### config.mk
export PLATFORM = sky130hd
export DESIGN_NAME = integer_to_ascii_formatter
export DESIGN_NICKNAME = d
export VERILOG_FILES = /design/src/rtl/itaf_pkg.sv /design/src/rtl/integer_to_ascii_formatter.sv
export SDC_FILE = /design/constraint.sdc
export NUM_CORES = 1
export LEC_CHECK = 0
export ABC_AREA = 1
export BUFFER_PORTS_ARGS = -buffer_cell sky130_fd_sc_hd__buf_2
export CAP_MARGIN = 15
export CORE_ASPECT_RATIO = 0.5
export CORE_MARGIN = 4
export CORE_UTILIZATION = 40
export DETAILED_ROUTE_END_ITERATION = 6
export PLACE_DENSITY_LB_ADDON = 0.15
export SLEW_MARGIN = 10
export SYNTH_ARGS = -nofsm -noshare
export SYNTH_HDL_FRONTEND = slang
export SYNTH_SLANG_ARGS = --single-unit
export TNS_END_PERCENT = 1
### constraint.sdc
create_clock -name clk -period 2.6 [get_ports clk]
set_clock_uncertainty 0.15 [all_clocks]
set_input_delay 0.26 -clock clk [delete_from_list [all_inputs] [get_ports clk]]
set_output_delay 0.26 -clock clk [all_outputs]
set_load 0.05 [all_outputs]
### src/rtl/itaf_pkg.sv
// Package for the integer-to-ASCII formatter: command codes, character constants,
// digit-to-ASCII function and the sequencer state type. No dependencies.
package itaf_pkg;

	localparam logic [1:0] CMD_SDEC = 2'd0;
	localparam logic [1:0] CMD_UDEC = 2'd1;
	localparam logic [1:0] CMD_HEXU = 2'd2;
	localparam logic [1:0] CMD_HEXL = 2'd3;

	localparam logic [7:0] CH_ZERO   = 8'h30;
	localparam logic [7:0] CH_MINUS  = 8'h2d;
	localparam logic [7:0] CH_UPPER  = 8'h41 - 8'd10;
	localparam logic [7:0] CH_LOWER  = 8'h61 - 8'd10;

	localparam int NIBBLES   = 16;
	localparam int DEC_DIGITS = 10;
	localparam int BIN_BITS  = 32;

	typedef enum logic [3:0] {
		ST_IDLE  = 4'b0001,
		ST_CONV  = 4'b0010,
		ST_STRIP = 4'b0100,
		ST_EMIT  = 4'b1000
	} state_t;

	function automatic logic [7:0] digit_ascii(input logic [3:0] nib, input logic lower);
		logic [7:0] base;
		if (nib < 4'd10)
			base = CH_ZERO;
		else if (lower)
			base = CH_LOWER;
		else
			base = CH_UPPER;
		return base + {4'd0, nib};
	endfunction

endpackage

### src/rtl/integer_to_ascii_formatter.sv
// Integer-to-ASCII formatter: signed/unsigned decimal and 64-bit hex text, one char per item.
// Decimal runs 32 shift-add steps, then one strip step per leading zero digit plus one, then
// emits the chars; hex runs only the strip steps, then emits. A '-' char comes first if negative.
// Input is taken only while idle; the output register lets the next number in while the last
// char waits. Reset: arst_n async active low, clears sequencer and output valid. Uses itaf_pkg.
module integer_to_ascii_formatter
	import itaf_pkg::*;
(
	input  logic        clk,
	input  logic        arst_n,
	input  logic        in_valid,
	output logic        in_stall,
	input  logic [1:0]  command,
	input  logic [63:0] value,
	output logic        out_valid,
	input  logic        out_stall,
	output logic [7:0]  character,
	output logic        is_last,
	output logic [4:0]  char_count
);

	state_t      state_q;
	logic [63:0] dig_q;     // digit window, most significant nibble on top
	logic [31:0] bin_q;     // binary shifted into BCD
	logic [4:0]  bit_q;
	logic [4:0]  ndig_q;    // digits left in window
	logic [4:0]  cnt_q;
	logic        neg_q;
	logic        lower_q;
	logic        out_valid_q;
	logic [7:0]  char_q;
	logic        last_q;
	logic [4:0]  count_q;

	logic [39:0] bcd_adj;
	logic [31:0] low_w;
	logic [31:0] mag_w;
	logic        take_in;
	logic        out_free;

	assign low_w   = value[31:0];
	assign mag_w   = (command == CMD_SDEC && low_w[31]) ? (~low_w + 32'd1) : low_w;
	assign in_stall = (state_q != ST_IDLE);
	assign take_in = in_valid && !in_stall;
	assign out_free = !out_valid_q || !out_stall;

	// add-3 correction on every BCD digit
	always_comb begin
		for (int i = 0; i < DEC_DIGITS; i++) begin
			bcd_adj[i*4 +: 4] = (dig_q[24 + i*4 +: 4] >= 4'd5) ?
				dig_q[24 + i*4 +: 4] + 4'd3 : dig_q[24 + i*4 +: 4];
		end
	end

	always_ff @(posedge clk or negedge arst_n) begin
		if (!arst_n) begin
			state_q     <= ST_IDLE;
			dig_q       <= '0;
			bin_q       <= '0;
			bit_q       <= '0;
			ndig_q      <= '0;
			cnt_q       <= '0;
			neg_q       <= 1'b0;
			lower_q     <= 1'b0;
			out_valid_q <= 1'b0;
			char_q      <= '0;
			last_q      <= 1'b0;
			count_q     <= '0;
		end else begin
			// output slot free: it holds the next char if one is emitted, else empties
			if (out_free)
				out_valid_q <= (state_q == ST_EMIT);
			unique case (state_q)
				ST_IDLE: begin
					if (take_in) begin
						cnt_q   <= '0;
						lower_q <= (command == CMD_HEXL);
						if (command == CMD_HEXU || command == CMD_HEXL) begin
							dig_q   <= value;
							ndig_q  <= 5'(NIBBLES);
							neg_q   <= 1'b0;
							state_q <= ST_STRIP;
						end else begin
							dig_q   <= '0;
							bin_q   <= mag_w;
							bit_q   <= '0;
							ndig_q  <= 5'(DEC_DIGITS);
							neg_q   <= (command == CMD_SDEC) && low_w[31];
							state_q <= ST_CONV;
						end
					end
				end
				ST_CONV: begin
					dig_q[63:24] <= {bcd_adj[38:0], bin_q[31]};
					bin_q        <= {bin_q[30:0], 1'b0};
					bit_q        <= bit_q + 5'd1;
					if (bit_q == 5'(BIN_BITS - 1))
						state_q <= ST_STRIP;
				end
				ST_STRIP: begin
					if (ndig_q > 5'd1 && dig_q[63:60] == 4'd0) begin
						dig_q  <= {dig_q[59:0], 4'd0};
						ndig_q <= ndig_q - 5'd1;
					end else begin
						state_q <= ST_EMIT;
					end
				end
				ST_EMIT: begin
					if (out_free) begin
						cnt_q       <= cnt_q + 5'd1;
						count_q     <= cnt_q + 5'd1;
						if (neg_q) begin
							char_q <= CH_MINUS;
							last_q <= 1'b0;
							neg_q  <= 1'b0;
						end else begin
							char_q <= digit_ascii(dig_q[63:60], lower_q);
							last_q <= (ndig_q == 5'd1);
							dig_q  <= {dig_q[59:0], 4'd0};
							ndig_q <= ndig_q - 5'd1;
							if (ndig_q == 5'd1)
								state_q <= ST_IDLE;
						end
					end
				end
				default: state_q <= ST_IDLE;
			endcase
		end
	end

	assign out_valid  = out_valid_q;
	assign character  = char_q;
	assign is_last    = last_q;
	assign char_count = count_q;

endmodule

Yosys cells after proc, flatten, opt, wreduce, memory -nomap -nowiden. Cells that the tools add are included.

Order comparisons: 12. Div/mod/pow operators: 0. Muxes and demuxes: 52. Multiply operators: 0. Bitwise operators: 1. Shifts and indexed selects: 0. Reductions and logical operators: 21. Equal/unequal tests: 17. $add $sub $neg: 15.

Operator list (number): $mux 64 (5); $pmux 40 s4 (1); $mux 32 (3); $pmux 24 s3 (1); $pmux 32 s2 (1); $mux 4 (15); $mux 5 (9); $ge 4x3->1 const B (10); $add 4x2->4 const B (9); $add 32x1->32 const B (1); $mux 8 (4); $not 32->32 (1); $pmux 5 s2 (2); $pmux 4 s4 (1); $pmux 5 s3 (1); $mux 7 (2); $ne 2x2->1 const B (7); $add 5x1->5 const B (2); $reduce_and 5->1 (2); $add 8x4->8 (1); $mux 3 (2); $reduce_and 3->1 (2); $reduce_and 6->1 (1); $eq 5x1->1 const B (1); other kinds (23) (34).

Logic and storage cells: 131. Output and inout bits: 16. Input port bits: 70. Memories: 0. Flip-flop bits (word level): 132. RAM bits: 0. Bits in read-only memories: 0. Latch bits: 0.

Longest topological paths before layout.
Word-level depth: 7. Depth in mapped cells: 12. Gate-level depth less buffers: 12.

Worst setup path after synthesis. Ideal clock, no wire load.

Kind: register to register. Start: reg state_q[2]. End: reg dig_q[15]. Clock period less this slack: 2071 ps. Buffers on the path: 1. Library setup time: 116 ps. Stages on the path, launching flop included: 11. Arrival: 1804 ps. Path slack: 529 ps. Required time: 2334 ps. Path through: dfrtp_1 > nor2_2 > nand3_2 > or2_1 > nand2_2 > nor2_4 > o211ai_2 > inv_2 > buf_6 > nand2_1 > nand2_1.

Cells in the longest elaborated chain, start to end: 5. Elaborated cells between the ends (all ways): 13. Classes of those cells: 8 x eq/ne; 1 x mux; 4 x reduce/logical.

RTL lines: start: declaration (line integer_to_ascii_formatter.sv:22) `state_t state_q;`; start signal: assignment (line integer_to_ascii_formatter.sv:57) `state_q <= ST_IDLE;`; start signal: assignment (line integer_to_ascii_formatter.sv:82) `state_q <= ST_STRIP;`; start signal: assignment (line integer_to_ascii_formatter.sv:89) `state_q <= ST_CONV;`; $ne 4x1->1 (line integer_to_ascii_formatter.sv:43) `assign in_stall = (state_q != ST_IDLE);`; named net in_stall (line integer_to_ascii_formatter.sv:12) `output logic in_stall,`; $logic_not 1->1 (line integer_to_ascii_formatter.sv:44) `assign take_in = in_valid && !in_stall;`; $logic_and 1x1->1 (line integer_to_ascii_formatter.sv:44); $ne 2x2->1 (no source line); $reduce_and 5->1 (no source line); end signal: assignment (line integer_to_ascii_formatter.sv:79) `dig_q <= value;`; end signal: assignment (line integer_to_ascii_formatter.sv:102) `dig_q <= {dig_q[59:0], 4'd0};`; end signal: assignment (line integer_to_ascii_formatter.sv:119) `dig_q <= {dig_q[59:0], 4'd0};`; end: declaration (line integer_to_ascii_formatter.sv:23) `logic [63:0] dig_q;`.

The timed path passes the listed nets, and every way through them passes these cells. A chain may end at the register's enable or synchronous reset.

Worst setup path in the final report.
Start: in value[0]. End: reg bin_q[26].

Cells in the longest elaborated chain, start to end: 6.

RTL lines: start: declaration (line integer_to_ascii_formatter.sv:14) `input logic [63:0] value,`; $not 32->32 (line integer_to_ascii_formatter.sv:42) `assign mag_w = (command == CMD_SDEC && low_w[31]) ? (~low_w + 32'd1) : low_w;`; $add 32x1->32 (line integer_to_ascii_formatter.sv:42); $mux 32 (line integer_to_ascii_formatter.sv:42); $mux 32 (line integer_to_ascii_formatter.sv:78) `if (command == CMD_HEXU || command == CMD_HEXL) begin`; $mux 32 (line integer_to_ascii_formatter.sv:75) `if (take_in) begin`; $pmux 32 s2 (line integer_to_ascii_formatter.sv:73) `unique case (state_q)`; end signal: assignment (line integer_to_ascii_formatter.sv:85) `bin_q <= mag_w;`; end signal: assignment (line integer_to_ascii_formatter.sv:95) `bin_q <= {bin_q[30:0], 1'b0};`; end: declaration (line integer_to_ascii_formatter.sv:24) `logic [31:0] bin_q;`.

Every way passes these cells. The select of a mux whose other input is x is not followed.

==> impl_metrics.tcl <==
set metrics [dict create \
    slowest_delay_ps 530 \
    ys_seq_area_frac 0.388 \
    post-route-min-period_ps 2380 \
    clkSinkCount 132 \
    cp_common_cell "nand2_1" \
    synth_compound_area_frac 0.149 \
    synth_cell_types 43 \
    path_cells "dlygate4sd3_1, buf_2, inv_1, ha_1, nand2_1, inv_1, nand2_1, o21ai_1, nand3_1, nand2_1, nand3_1, nand2_1, nand2_1" \
    reg2reg_slack_ps 290 \
    powerDensity_nw_per_um2 1120 \
    drive_above_1_share 0.123 \
    syn-num-nets 1337 \
    antenna_found_initial 0 \
    yosys.area_share.simple 0.314 \
    multi_input_area_sq_um 4530 \
    finalSetupTns_ps 0 \
    wirelength_mm 23.3 \
    cp-end-kind "flip-flop" \
    path_class "in2reg" \
    finalCritPeriodShare 0.914 \
    critPathBufInv 4 \
    vias_per_cell 5.02 \
    drcViolationCount 0 \
    ys_ff_latch 132 \
    critPathLaunchType "primary input" \
    syn2layout_area_growth_pct 17.5 \
    hold_class "in2reg" \
    maxSlewViolCount 0 \
    p_leak_nw 5.04 \
    worstMarginPinSlew_ps 603 \
    hold_viol_final 0 \
    crit_fanout 5 \
    num_vias 8075 \
    clkTransAtPathRegs_ps 60 \
    first_pass_iters 5 \
    wl_per_cell_um 14.5 \
    synthMuxAreaShare 0 \
    dr.first_iter.drc_count 551 \
    cts_buffer_depth 2 \
    grt_max_degree 70 \
    root_buffer "clkbuf_16" \
    cp.arrival_ps 2540 \
    r2r_cells 9 \
    postRouteAntennaNets 0 \
    grt_use_total 0.204 \
    cp_slowest_cell "dlygate4sd3_1" \
    yosys_warnings 0 \
    total_power_mw 11.2 \
    clk-insertion-delay-late_ps 420 \
    cts_max_level 4 \
    start_util 0.410 \
    syn_inst 1237 \
    regArea_sq_um 3300 \
    critPathRequiredTime_ps 2760 \
    outcome "complete, no violations" \
    max_freq_ghz 0.421 \
    holdPathStages 3 \
    holdPathEnd "lower_q" \
    worst_path_dominant_cell_family "buffers and inverters" \
    finalSetupViolations 0 \
    rsz0062_at_grt "no" \
    max-slew-margin-rel 0.594 \
    cp-startpoint "value[0]" \
    numCtsBuffers 17 \
    die-area_sq_um 23800 \
    routabilityCongestion 0.908 \
    synthXorXnorAreaFrac 0.0247 \
    netlist_area_sq_um 8510 \
    grt_pass1_vias 7894 \
    min-delay-start "command[0]" \
    nNetsFinal 1422 \
    fp.dieH_um 111 \
    grt_overflow 0 \
    worstReg2RegEnd "character[0]" \
    port_buffers 85 \
    grt_pass1_wl_mm 40.4 \
    std_cell_rows 37 \
    num_antenna_cells 0 \
    drv_cap 0 \
    core_area_sq_um 20700 \
    cts_setup_buffers 0 \
    peakVddDrop_mv 0.594 \
    io_pins 86 \
    synth_top_family_by_area "simple AND/OR/NAND/NOR gates" \
    dpl.hpwl_mm 16.9 \
    die_w_um 214 \
    yosys.area_share.adder 0.0441 \
    syn_avg_cell_area_sq_um 6.88 \
    cts_tree "yes" \
    timing.rr.start "state_q[1]" \
    nFillCells 2190 \
]
-- worst reg2reg max path, stage by stage (launching register included) --
cell,delay (ps)
dfrtp_1,420
inv_2,80
nand2_1,80
inv_2,70
nand3_2,170
nor2_4,280
inv_1,260
nor2_1,340
inv_1,170
o22a_1,180
-- kinds of logic after synthesis --
group           after synthesis
xor+xnor                     24
buf+inv                     165
flops                       132
fa+ha+maj                    30
simple gates                652
compound gates              234
-- placed cells by master, fill, tap and decap left out, types with 2 or more instances in the layout --
cell type	instances
dlygate4sd3_1	12
inv_2	8
o22ai_1	2
a21oi_1	47
xor2_1	23
buf_12	5
buf_4	12
or2_2	10
dfrtp_1	131
clkbuf_8	4
nor2_1	108
nor2_4	3
clkbuf_16	17
o31ai_1	3
a22oi_1	2
nand4_1	10
o22a_1	2
a22o_1	3
nand3_2	3
o221ai_1	2
buf_2	84
nand2_2	3
o21ai_1	51
o211ai_1	11
clkbuf_1	2
o21ai_0	105
ha_1	30
bufinv_16	4
nand3_1	76
clkinvlp_4	3
nor3_1	3
inv_1	108
nand2_1	431
-- metrics by stage --
stage,area [sq um],hold WS (ps),worst slack [ps],std cells,utilization
floorplan,8510,-186,529,1237,-
global placement,9240,104,310,1564,0.445
detailed placement,9240,104,313,1564,0.445
CTS,9990,0.359,277,1607,0.482
global route,9990,21.2,31.9,1607,0.482
finish,9990,8.16,223,1607,0.482
-- where the power goes --
| part | total [mW] | internal (mW) | switching, mW | leakage [nW] |
|---|---|---|---|---|
| sequential | 3.45 | 2.87 | 0.577 | 1.70 |
| combinational | 5.09 | 1.65 | 3.44 | 3.04 |
| clock | 2.62 | 1.70 | 0.916 | 0.301 |
-- routing by layer --
metal / global-route usage / share of wire
met1: 0.301 / 0.51
met2: 0.310 / 0.43
met3: 0.0370 / 0.045
met4: 0.0522 / 0.011
met5: 0 / 0
-- worst max path at each step --
stage,to,slack (ps),cells after the start
after floorplan,dig_q[15],530,10
after global placement,is_last,310,9
after detailed placement,character[0],310,9
after CTS,bin_q[14],280,13
after global routing,bin_q[10],30,12
final,bin_q[26],220,13
-- synthesized netlist by cell type, drive strengths merged --
library cell / instances / share of area
a21o: 1 / 0.00088
a21oi: 47 / 0.028
a22o: 3 / 0.0031
a22oi: 2 / 0.0018
a2bb2oi: 1 / 0.0010
a32o: 1 / 0.0012
buf: 35 / 0.023
clkbuf: 13 / 0.0057
clkinv: 1 / 0.00044
dfrtp: 131 / 0.39
dfstp: 1 / 0.0031
ha: 30 / 0.044
inv: 116 / 0.051
nand2: 434 / 0.19
nand3: 79 / 0.048
nand4: 11 / 0.0088
nor2: 112 / 0.052
nor3: 4 / 0.0029
nor4: 1 / 0.00074
o211ai: 12 / 0.011
o21ai: 157 / 0.093
o21bai: 1 / 0.00088
o221ai: 2 / 0.0021
o22a: 2 / 0.0021
o22ai: 2 / 0.0015
o31ai: 3 / 0.0026
or2: 11 / 0.0081
xnor2: 1 / 0.0010
xor2: 23 / 0.024
-- area by class of cell --
| type | count | area share |
|---|---|---|
| inverters | 117 | 0.0439 |
| multi-input cells | 940 | 0.453 |
| flip-flops and latches | 132 | 0.331 |
| clock inverters | 8 | 0.0148 |
| clock buffers | 23 | 0.0488 |
| well taps | 273 | 0.0342 |
| repair buffers | 114 | 0.0742 |
-- registers in the layout, summed over array words and instances, names as in the netlist --
signal / count
cnt_q: 5
character: 8
dig_q: 64
is_last: 1
char_count: 5
bit_q: 5
state_q: 4
bin_q: 32
ndig_q: 5
neg_q: 1
out_valid: 1
lower_q: 1
-- what timing repair did --
| item | 4_1_cts | 5_1_grt |
|---|---|---|
| hold buffers | 12 | 0 |
| resized for setup | 0 | 1 |
| hold endpoints to repair | 59 | 0 |
| endpoints found under the setup margin | 0 | 1 |
No activity file was read; power rests on OpenSTA's default activity.
